**src/design/i2cmap_pkg.sv**
```systemverilog
// Shared types and constants for the I2C target register map.
// No dependencies; imported by i2cmap_store and i2c_target_register_map_unit.
`default_nettype none

package i2cmap_pkg;

  // bus / local event codes
  localparam logic [2:0] MODE_MATCH_WR = 3'd0;
  localparam logic [2:0] MODE_MATCH_RD = 3'd1;
  localparam logic [2:0] MODE_RX       = 3'd2;
  localparam logic [2:0] MODE_TX       = 3'd3;
  localparam logic [2:0] MODE_STOP     = 3'd4;
  localparam logic [2:0] MODE_ERROR    = 3'd5;
  localparam logic [2:0] MODE_LOC_WR   = 3'd6;
  localparam logic [2:0] MODE_LOC_RD   = 3'd7;

  // configuration register indexes
  localparam logic [2:0] CFG_UNLOCK_KEY  = 3'd0;
  localparam logic [2:0] CFG_ENABLE_ADDR = 3'd1;
  localparam logic [2:0] CFG_FILTER_ADDR = 3'd2;
  localparam logic [2:0] CFG_COEF_A_BASE = 3'd3;
  localparam logic [2:0] CFG_COEF_B_BASE = 3'd4;

  // configuration reset values
  localparam logic [7:0] RST_UNLOCK_KEY  = 8'hA5;
  localparam logic [6:0] RST_ENABLE_ADDR = 7'h4C;
  localparam logic [6:0] RST_FILTER_ADDR = 7'h4D;
  localparam logic [6:0] RST_COEF_A_BASE = 7'h50;
  localparam logic [6:0] RST_COEF_B_BASE = 7'h54;

  // fixed map locations and fill value
  localparam logic [7:0] KEY_ADDR     = 8'h04;
  localparam logic [7:0] NEWADDR_ADDR = 8'h05;
  localparam logic [7:0] STATUS2_ADDR = 8'h29;
  localparam logic [7:0] FILL_BYTE    = 8'hFF;
  localparam logic [7:0] ZERO_BYTE    = 8'h00;

  typedef struct packed {
    logic [2:0] mode;
    logic [7:0] data_byte;
    logic [6:0] local_addr;
  } req_t;

  typedef struct packed {
    logic [7:0] result_data;
    logic       busy_res;
    logic       config_update;
    logic       coef_update;
    logic       address_change;
    logic [6:0] new_address;
  } rsp_t;

endpackage

`default_nettype wire

```
**src/design/i2cmap_store.sv**
```systemverilog
// Register map byte store: one write port, one registered read port, and a
// valid bit per entry so unwritten bytes read as zero after reset.
// Uses i2cmap_pkg.
`default_nettype none

module i2cmap_store #(
  parameter int Depth = 128,
  parameter int Aw    = 7
) (
  input  logic          clk,
  input  logic          rst,
  input  logic          wr_en,
  input  logic [Aw-1:0] wr_addr,
  input  logic [7:0]    wr_data,
  input  logic          rd_en,
  input  logic [Aw-1:0] rd_addr,
  output logic [7:0]    rd_data
);
  import i2cmap_pkg::*;

  logic [7:0]       map_mem [Depth];
  logic [Depth-1:0] map_vld;
  logic [7:0]       rd_mem;
  logic             rd_vld;

  always_ff @(posedge clk) begin
    if (wr_en) begin
      map_mem[wr_addr] <= wr_data;
    end
    if (rd_en) begin
      rd_mem <= map_mem[rd_addr];
    end
  end

  always_ff @(posedge clk) begin
    if (rst) begin
      map_vld <= '0;
      rd_vld  <= 1'b0;
    end else begin
      if (rd_en) begin
        rd_vld <= map_vld[rd_addr];
      end
      if (wr_en) begin
        map_vld[wr_addr] <= 1'b1;
      end
    end
  end

  assign rd_data = rd_vld ? rd_mem : ZERO_BYTE;

endmodule

`default_nettype wire

```
**src/design/i2c_target_register_map_unit.sv**
```systemverilog
// Top level of the I2C target register map: event decode, pointer and flag
// state, key/new-address shadows, result staging. Uses i2cmap_pkg, i2cmap_store.
//
// Usage:
//   Request channel (in_valid/in_ready/in_req) carries one bus or local event:
//   address match, received byte, transmit request, stop, error, local write
//   or local read. Every request yields exactly one response on the response
//   channel (out_valid/out_ready/out_rsp).
//   Throughput: one request per cycle while the pending stage can advance.
//   The map is a synchronous memory with a registered read; a response
//   passes the pending stage (map access), then the output register.
//   Back-to-back accesses to one byte need no interlock: the write of a
//   request lands at its accept edge, before the next request's read.
//   A pending stage and the output register decouple the two sides; when the
//   receiver stalls, at most two responses wait and in_ready drops until the
//   pending stage can advance.
//   Reset (rst, synchronous): map reads as all zeros (per-byte valid bits),
//   pointer 0, address phase set, flags clear, configuration registers at
//   their defaults. The user must write the configuration port (cfg_wen/
//   cfg_idx/cfg_wdata) only while no request is in flight (the block does not check).
`default_nettype none

module i2c_target_register_map_unit #(
  parameter int MAP_BYTES  = 128,
  parameter int NAME_BASE  = 24,
  parameter int NAME_LEN   = 16,
  parameter int EXT_BASE   = 76,
  parameter int COEF_BYTES = 4
) (
  input  logic              clk,
  input  logic              rst,
  input  logic              in_valid,
  output logic              in_ready,
  input  i2cmap_pkg::req_t  in_req,
  output logic              out_valid,
  input  logic              out_ready,
  output i2cmap_pkg::rsp_t  out_rsp,
  input  logic              cfg_wen,
  input  logic [2:0]        cfg_idx,
  input  logic [7:0]        cfg_wdata
);
  import i2cmap_pkg::*;

  localparam int AW = $clog2(MAP_BYTES);
  localparam logic [8:0] MAP_LIM   = 9'(MAP_BYTES);
  localparam logic [8:0] NAME_LO   = 9'(NAME_BASE);
  localparam logic [8:0] NAME_HI   = 9'(NAME_BASE + NAME_LEN);
  localparam logic [8:0] EXT_LO    = 9'(EXT_BASE);
  localparam logic [8:0] COEF_SPAN = 9'(COEF_BYTES);

  // configuration
  logic [7:0] unlock_key;
  logic [6:0] enable_addr;
  logic [6:0] filter_addr;
  logic [6:0] coef_a_base;
  logic [6:0] coef_b_base;

  // transaction state
  logic [7:0] map_ptr, map_ptr_next;
  logic       addr_phase, addr_phase_next;
  logic       cfg_written, cfg_written_next;
  logic       coef_written, coef_written_next;
  logic       addr_written, addr_written_next;
  logic       busy_flag, busy_flag_next;
  logic [7:0] key_byte, key_byte_next;
  logic [7:0] naddr_byte, naddr_byte_next;

  // pending stage
  logic       pend_valid;
  logic       pend_rsel;
  rsp_t       pend_rsp;
  rsp_t       pend_out;
  rsp_t       stage_rsp;
  logic       stage_rsel;
  logic       accept;
  logic       pend_move;

  // map port
  logic          mem_we;
  logic [AW-1:0] mem_waddr;
  logic [7:0]    mem_wdata;
  logic          mem_re;
  logic [AW-1:0] mem_raddr;
  logic [7:0]    mem_rdata;

  logic [8:0] ptr9;
  logic [8:0] data9;
  logic [8:0] laddr9;
  logic [8:0] coef_a9;
  logic [8:0] coef_b9;
  logic       in_name;
  logic       wr_ok;
  logic       is_cfg;
  logic       is_coef;

  assign pend_move = pend_valid && (!out_valid || out_ready);
  assign in_ready  = !pend_valid || pend_move;
  assign accept    = in_valid && in_ready;

  assign ptr9    = {1'b0, map_ptr};
  assign data9   = {1'b0, in_req.data_byte};
  assign laddr9  = {2'b00, in_req.local_addr};
  assign coef_a9 = {2'b00, coef_a_base};
  assign coef_b9 = {2'b00, coef_b_base};

  assign in_name = (ptr9 >= NAME_LO) && (ptr9 < NAME_HI);

  always_comb begin
    wr_ok = 1'b0;
    if (ptr9 < MAP_LIM) begin
      priority if (map_ptr == KEY_ADDR) begin
        wr_ok = 1'b1;
      end else if (map_ptr == NEWADDR_ADDR) begin
        wr_ok = (key_byte == unlock_key);
      end else if (in_name || map_ptr == STATUS2_ADDR || ptr9 >= EXT_LO) begin
        wr_ok = 1'b1;
      end else begin
        wr_ok = 1'b0;
      end
    end
  end

  assign is_cfg = in_name || (map_ptr == {1'b0, enable_addr}) ||
                  (map_ptr == {1'b0, filter_addr});
  assign is_coef = ((ptr9 >= coef_a9) && (ptr9 < coef_a9 + COEF_SPAN)) ||
                   ((ptr9 >= coef_b9) && (ptr9 < coef_b9 + COEF_SPAN));

  always_comb begin
    map_ptr_next      = map_ptr;
    addr_phase_next   = addr_phase;
    cfg_written_next  = cfg_written;
    coef_written_next = coef_written;
    addr_written_next = addr_written;
    busy_flag_next    = busy_flag;
    key_byte_next     = key_byte;
    naddr_byte_next   = naddr_byte;
    mem_we            = 1'b0;
    mem_waddr         = map_ptr[AW-1:0];
    mem_wdata         = in_req.data_byte;
    mem_re            = 1'b0;
    mem_raddr         = map_ptr[AW-1:0];
    stage_rsel        = 1'b0;
    stage_rsp         = '0;
    unique case (in_req.mode)
      MODE_MATCH_WR: begin
        busy_flag_next    = 1'b1;
        addr_phase_next   = 1'b1;
        cfg_written_next  = 1'b0;
        coef_written_next = 1'b0;
        addr_written_next = 1'b0;
      end
      MODE_MATCH_RD: begin
        busy_flag_next = 1'b1;
      end
      MODE_RX: begin
        if (addr_phase) begin
          map_ptr_next    = (data9 >= MAP_LIM) ? ZERO_BYTE : in_req.data_byte;
          addr_phase_next = 1'b0;
        end else begin
          if (wr_ok) begin
            mem_we = 1'b1;
            if (map_ptr == KEY_ADDR) begin
              key_byte_next = in_req.data_byte;
            end
            if (map_ptr == NEWADDR_ADDR) begin
              naddr_byte_next   = in_req.data_byte;
              addr_written_next = 1'b1;
            end
            if (is_cfg) begin
              cfg_written_next = 1'b1;
            end
            if (is_coef) begin
              coef_written_next = 1'b1;
            end
          end
          map_ptr_next = map_ptr + 8'd1;
        end
      end
      MODE_TX: begin
        if (ptr9 < MAP_LIM) begin
          mem_re       = 1'b1;
          stage_rsel   = 1'b1;
          map_ptr_next = map_ptr + 8'd1;
        end else begin
          stage_rsp.result_data = FILL_BYTE;
        end
      end
      MODE_STOP, MODE_ERROR: begin
        if (in_req.mode == MODE_STOP) begin
          if (addr_written && key_byte == unlock_key) begin
            stage_rsp.address_change = 1'b1;
            stage_rsp.new_address    = naddr_byte[6:0];
          end
          key_byte_next = ZERO_BYTE;
          mem_we        = 1'b1;
          mem_waddr     = KEY_ADDR[AW-1:0];
          mem_wdata     = ZERO_BYTE;
        end
        busy_flag_next          = 1'b0;
        stage_rsp.config_update = cfg_written;
        stage_rsp.coef_update   = coef_written;
        cfg_written_next        = 1'b0;
        coef_written_next       = 1'b0;
        addr_written_next       = 1'b0;
      end
      MODE_LOC_WR: begin
        mem_waddr = AW'(in_req.local_addr);
        if (laddr9 < MAP_LIM) begin
          mem_we = 1'b1;
          if ({1'b0, in_req.local_addr} == KEY_ADDR) begin
            key_byte_next = in_req.data_byte;
          end
          if ({1'b0, in_req.local_addr} == NEWADDR_ADDR) begin
            naddr_byte_next = in_req.data_byte;
          end
        end
      end
      MODE_LOC_RD: begin
        mem_raddr = AW'(in_req.local_addr);
        if (laddr9 < MAP_LIM) begin
          mem_re     = 1'b1;
          stage_rsel = 1'b1;
        end else begin
          stage_rsp.result_data = FILL_BYTE;
        end
      end
    endcase
    stage_rsp.busy_res = busy_flag_next;
    if (!accept) begin
      mem_we = 1'b0;
      mem_re = 1'b0;
    end
  end

  i2cmap_store #(
    .Depth(MAP_BYTES),
    .Aw   (AW)
  ) u_store (
    .clk    (clk),
    .rst    (rst),
    .wr_en  (mem_we),
    .wr_addr(mem_waddr),
    .wr_data(mem_wdata),
    .rd_en  (mem_re),
    .rd_addr(mem_raddr),
    .rd_data(mem_rdata)
  );

  always_ff @(posedge clk) begin
    if (rst) begin
      unlock_key  <= RST_UNLOCK_KEY;
      enable_addr <= RST_ENABLE_ADDR;
      filter_addr <= RST_FILTER_ADDR;
      coef_a_base <= RST_COEF_A_BASE;
      coef_b_base <= RST_COEF_B_BASE;
    end else if (cfg_wen) begin
      unique case (cfg_idx)
        CFG_UNLOCK_KEY:  unlock_key  <= cfg_wdata;
        CFG_ENABLE_ADDR: enable_addr <= cfg_wdata[6:0];
        CFG_FILTER_ADDR: filter_addr <= cfg_wdata[6:0];
        CFG_COEF_A_BASE: coef_a_base <= cfg_wdata[6:0];
        CFG_COEF_B_BASE: coef_b_base <= cfg_wdata[6:0];
        default: begin
        end
      endcase
    end
  end

  always_ff @(posedge clk) begin
    if (rst) begin
      map_ptr      <= ZERO_BYTE;
      addr_phase   <= 1'b1;
      cfg_written  <= 1'b0;
      coef_written <= 1'b0;
      addr_written <= 1'b0;
      busy_flag    <= 1'b0;
      key_byte     <= ZERO_BYTE;
      naddr_byte   <= ZERO_BYTE;
    end else if (accept) begin
      map_ptr      <= map_ptr_next;
      addr_phase   <= addr_phase_next;
      cfg_written  <= cfg_written_next;
      coef_written <= coef_written_next;
      addr_written <= addr_written_next;
      busy_flag    <= busy_flag_next;
      key_byte     <= key_byte_next;
      naddr_byte   <= naddr_byte_next;
    end
  end

  always_ff @(posedge clk) begin
    if (rst) begin
      pend_valid <= 1'b0;
      out_valid  <= 1'b0;
    end else begin
      if (accept) begin
        pend_valid <= 1'b1;
      end else if (pend_move) begin
        pend_valid <= 1'b0;
      end
      if (pend_move) begin
        out_valid <= 1'b1;
      end else if (out_ready) begin
        out_valid <= 1'b0;
      end
    end
  end

  always_comb begin
    pend_out = pend_rsp;
    if (pend_rsel) begin
      pend_out.result_data = mem_rdata;
    end
  end

  always_ff @(posedge clk) begin
    if (accept) begin
      pend_rsp  <= stage_rsp;
      pend_rsel <= stage_rsel;
    end
    if (pend_move) begin
      out_rsp <= pend_out;
    end
  end

  // a pending response never vanishes while the output side is stalled
  a_pend_held: assert property (@(posedge clk) disable iff (rst)
    pend_valid && !pend_move |=> pend_valid)
    else $error("pending response lost");

  // an address change only happens at stop, which ends the transaction
  a_achg_idle: assert property (@(posedge clk) disable iff (rst)
    out_valid |-> !(out_rsp.address_change && out_rsp.busy_res))
    else $error("address change while busy");

  // new_address is only driven with an address change
  a_naddr_zero: assert property (@(posedge clk) disable iff (rst)
    out_valid && !out_rsp.address_change |-> out_rsp.new_address == 7'd0)
    else $error("new address without change");

  // stop always clears the key shadow
  a_stop_key: assert property (@(posedge clk) disable iff (rst)
    accept && in_req.mode == MODE_STOP |=> key_byte == ZERO_BYTE)
    else $error("key not cleared at stop");

  // a write match re-arms the pointer phase
  a_match_phase: assert property (@(posedge clk) disable iff (rst)
    accept && in_req.mode == MODE_MATCH_WR |=> addr_phase && busy_flag)
    else $error("write match did not re-arm");

endmodule

`default_nettype wire
```
**config.mk**
```make
export PLATFORM = sky130hd
export DESIGN_NAME = i2c_target_register_map_unit
export DESIGN_NICKNAME = d
export VERILOG_FILES = /design/src/design/i2cmap_pkg.sv /design/src/design/i2cmap_store.sv /design/src/design/i2c_target_register_map_unit.sv
export SDC_FILE = /design/constraint.sdc
export NUM_CORES = 2
export LEC_CHECK = 0
export BUFFER_PORTS_ARGS = -buffer_cell sky130_fd_sc_hd__buf_2
export CORE_MARGIN = 2
export CORE_UTILIZATION = 49
export DETAILED_ROUTE_END_ITERATION = 8
export PLACE_DENSITY = 0.67
export SYNTH_ARGS = -nofsm -noshare
export SYNTH_HDL_FRONTEND = slang
export SYNTH_SLANG_ARGS = --single-unit
```
**constraint.sdc**
```tcl
create_clock -name clk -period 6.1 [get_ports clk]
set_input_delay 1.83 -clock clk [delete_from_list [all_inputs] [get_ports clk]]
set_output_delay 1.83 -clock clk [all_outputs]
set_load 0.01 [all_outputs]
```
==> reports/qor.csv <==
stage,metric,value,unit
clock_network,insertion_delay,0.72,ns
global_routing,grt_start_max_net_pins,129,
synthesis,netlist_instances,2917,
global_routing,grt_pass1_wl,182.4,mm
global_routing,grt-ovfl-total,0,
synthesis,avgSynthCellArea,17.11,µm²
floorplan,initial_core_util,49.19,%
critical_path,start_kind,input port,
clock_network,cts_hold_buffers,0,
clock_network,cts_buffers,121,
floorplan,core-area,101400,µm²
synthesis,synthesis.area,49910,µm²
pwr,peakVddDrop,0.0002698,V
synthesis,ys_top_cells_by_area,"edfxtp_1, mux4_2, dfxtp_1, nor2_1, nand2_1",
critical_path,end_kind,flop,
timing,fin_worst_skew,0.02913,ns
cells_and_area,fillers,7715,
clock_network,clock_sinks,1259,
floorplan,die-height,323.1,µm
routing,drtIter0Drc,3086,
clock_network,post_cts_buffers,0,
floorplan,rows,117,
worst_hold_path,min-delay-path-class,flop to flop,
cells_and_area,fin_util,55.44,%
cells_and_area,design_area,56240,µm²
timing,tns,0,ns
cells_and_area,syn_to_final_growth,12.69,%
timing,period_share,81.80,%
synthesis,async_flop_share,0,%
synthesis,synth_edf_count,1064,
floorplan,dieArea,104400,µm²
timing,fin_ws,1.110,ns
placement,hpwl,76.69,mm
floorplan,io_pins,55,
timing,fmax,200.4,MHz
pwr,p_per_area,321.0,nW/µm²
clock_network,clkSlewWorstSetupHoldPaths,0.07,ns
timing,worst_pin_slew,1.269,ns
flow_run,max_cap_viol_count,0,
clock_network,root_buffer,clkbuf_16,
critical_path,path_class,input port to flop,
routing,first_pass_iters,6,
timing,slew_violations,0,
routing,top_layer_used,met4,
synthesis,synth_ff_type,edfxtp_1,
timing,rsz0062_at_grt,no,
routing,detail_route.wl_per_cell,27.25,µm
cells_and_area,drive_above_1_share,20.56,%
placement,pre_cts_slack,0.4931,ns
placement,portBuffers,54,
global_routing,antenna_found_initial,7,
synthesis,yosys_warnings,0,
timing,period_minus_slack,4.990,ns
timing,finalSetupViolCount,0,
global_routing,grtUsageTotal,23.80,%
clock_network,clk_path_buf_depth,3,
synthesis,yosys.area.top_type,edfxtp_1,
pwr,leakagePower,18.17,nW
routing,via_per_inst,6.167,
clock_network,cts_tree,done,
placement,gp_congestion,0.9211,
outcome,status,finished clean,
routing,wl_met3,10.37,mm
routing,drt.antenna.violating_nets,0,
critical_path,cp.required,6.62,ns
placement,detailed_place.area,52160,µm²
synthesis,synth_top_area_share,64.02,%
cells_and_area,finalNetCount,3083,
routing,wl,122.5,mm
critical_path,crit_fanout,40,
clock_network,ctsResizeCount,0,
synthesis,synth_nets,2982,
routing,dr_wl_met2,58.29,mm
clock_network,htree_levels,3,
floorplan,die_w,323.1,µm
synthesis,ys_seq_area_share,71.84,%
synthesis,synth.ff_latch_count,1259,
timing,hold_viol,0,
routing,wl_met1,49.43,mm
synthesis,ys_types,60,
routing,via_count,27730,
critical_path,worstPathArrival,5.51,ns
global_routing,grt_pass1_vias,27320,
routing,drc_errors,0,
timing,relSlewSlack,14.74,%
==> Yosys cell counts, types with 24 or more instances <==
| master | instances |
|---|---|
| nand3_1 | 72 |
| nor2_4 | 24 |
| ha_1 | 31 |
| edfxtp_1 | 1064 |
| mux4_2 | 265 |
| buf_2 | 38 |
| o22ai_1 | 69 |
| mux2i_1 | 72 |
| nor3_1 | 37 |
| inv_1 | 24 |
| nand2_1 | 203 |
| nor2_1 | 213 |
| o21a_1 | 100 |
| clkbuf_1 | 95 |
| dfxtp_1 | 195 |
| a22oi_1 | 55 |
| a21oi_1 | 94 |
==> layout make-up <==
type / instances / area (µm²) / area share, %
inverter: 25 / 96.34 / 0.1713
sequential: 1259 / 35850 / 63.75
antenna: 5 / 12.51 / 0.02225
multi-input combinational: 1476 / 13380 / 23.80
clock buffer: 170 / 3405 / 6.053
clock inverter: 58 / 663.1 / 1.179
tap: 1368 / 1712 / 3.043
timing repair buffer: 135 / 1116 / 1.984
==> stage by stage <==
step                      total power [mW]  instances  hold slack, ns
after floorplan                      10.21       2917          0.4003
after global placement               10.58       4263          0.4046
after detailed placement             10.60       4263          0.4057
after CTS                            18.14       4491          0.4203
after global routing                 18.53       4493          0.4254
final                                18.05       4496          0.4177
==> registers in the layout, indices dropped and copies added (netlist names), 7 cells and up <==
register         count
coef_b_base          7
out_rsp             19
pend_out            11
u_store.map_mem   1024
filter_addr          7
u_store.rd_mem       8
map_ptr              8
coef_a_base          7
u_store.map_vld    128
naddr_byte           7
key_byte             8
unlock_key           8
enable_addr          7
==> metal layers <==
metal,track usage [%],vias up
met1,33.11,14430
met5,0,-
li1,-,11750
met2,37.47,1300
met4,8.672,0
met3,4.871,245
==> final timing paths <==
kind               start                     end  slack, ns  depth (start not counted)
max           in_req[16]       u_store.rd_mem[5]       1.11                         11
min          pend_out[7]              out_rsp[7]       0.42                          0
max reg2reg   map_ptr[2]  u_store.map_mem[83][7]       1.55                          8
min reg2reg  pend_out[7]              out_rsp[7]       0.42                          0
==> cells by family after synthesis <==
kind of cell / after synthesis / synth area share, %
adders and majority gates: 31 / 0.7772
muxes: 345 / 13.58
and+or+nand+nor: 675 / 6.476
DFF: 1259 / 71.84
xor gates and xnor gates: 28 / 0.4914
AOI/OAI and AO/OA: 397 / 5.275
buffers and inverters: 182 / 1.554
==> cells in the final DEF, fill, tap and decap left out, types with 31 or more instances in the layout <==
cell,netlist,final
a21oi_1,94,93
a22oi_1,55,55
buf_2,38,54
buf_4,2,62
clkbuf_1,95,32
clkbuf_16,0,123
dfxtp_1,195,195
edfxtp_1,1064,1064
ha_1,31,31
mux2i_1,72,68
mux4_2,265,265
nand2_1,203,203
nand3_1,72,72
nor2_1,213,213
nor3_1,37,37
o21a_1,100,100
o22ai_1,69,69
==> worst max-delay path, stage by stage <==
cell	delay, ns
buf_2	0.23
nand3_1	0.22
buf_4	0.33
a21o_4	0.64
buf_12	0.30
buf_12	0.18
mux4_2	0.23
o22ai_1	0.15
nor3_1	0.67
nand3_1	0.37
nor3_1	0.29
==> power by group <==
| part | leakage [nW] | total, mW | internal (mW) | switching, mW |
|---|---|---|---|---|
| Clock | 1.98 | 7.63 | 4.44 | 3.19 |
| Sequential | 11.2 | 9.40 | 9.38 | 0.0212 |
| Combinational | 4.99 | 1.02 | 0.348 | 0.675 |
Power figures use the tool's default switching activity.
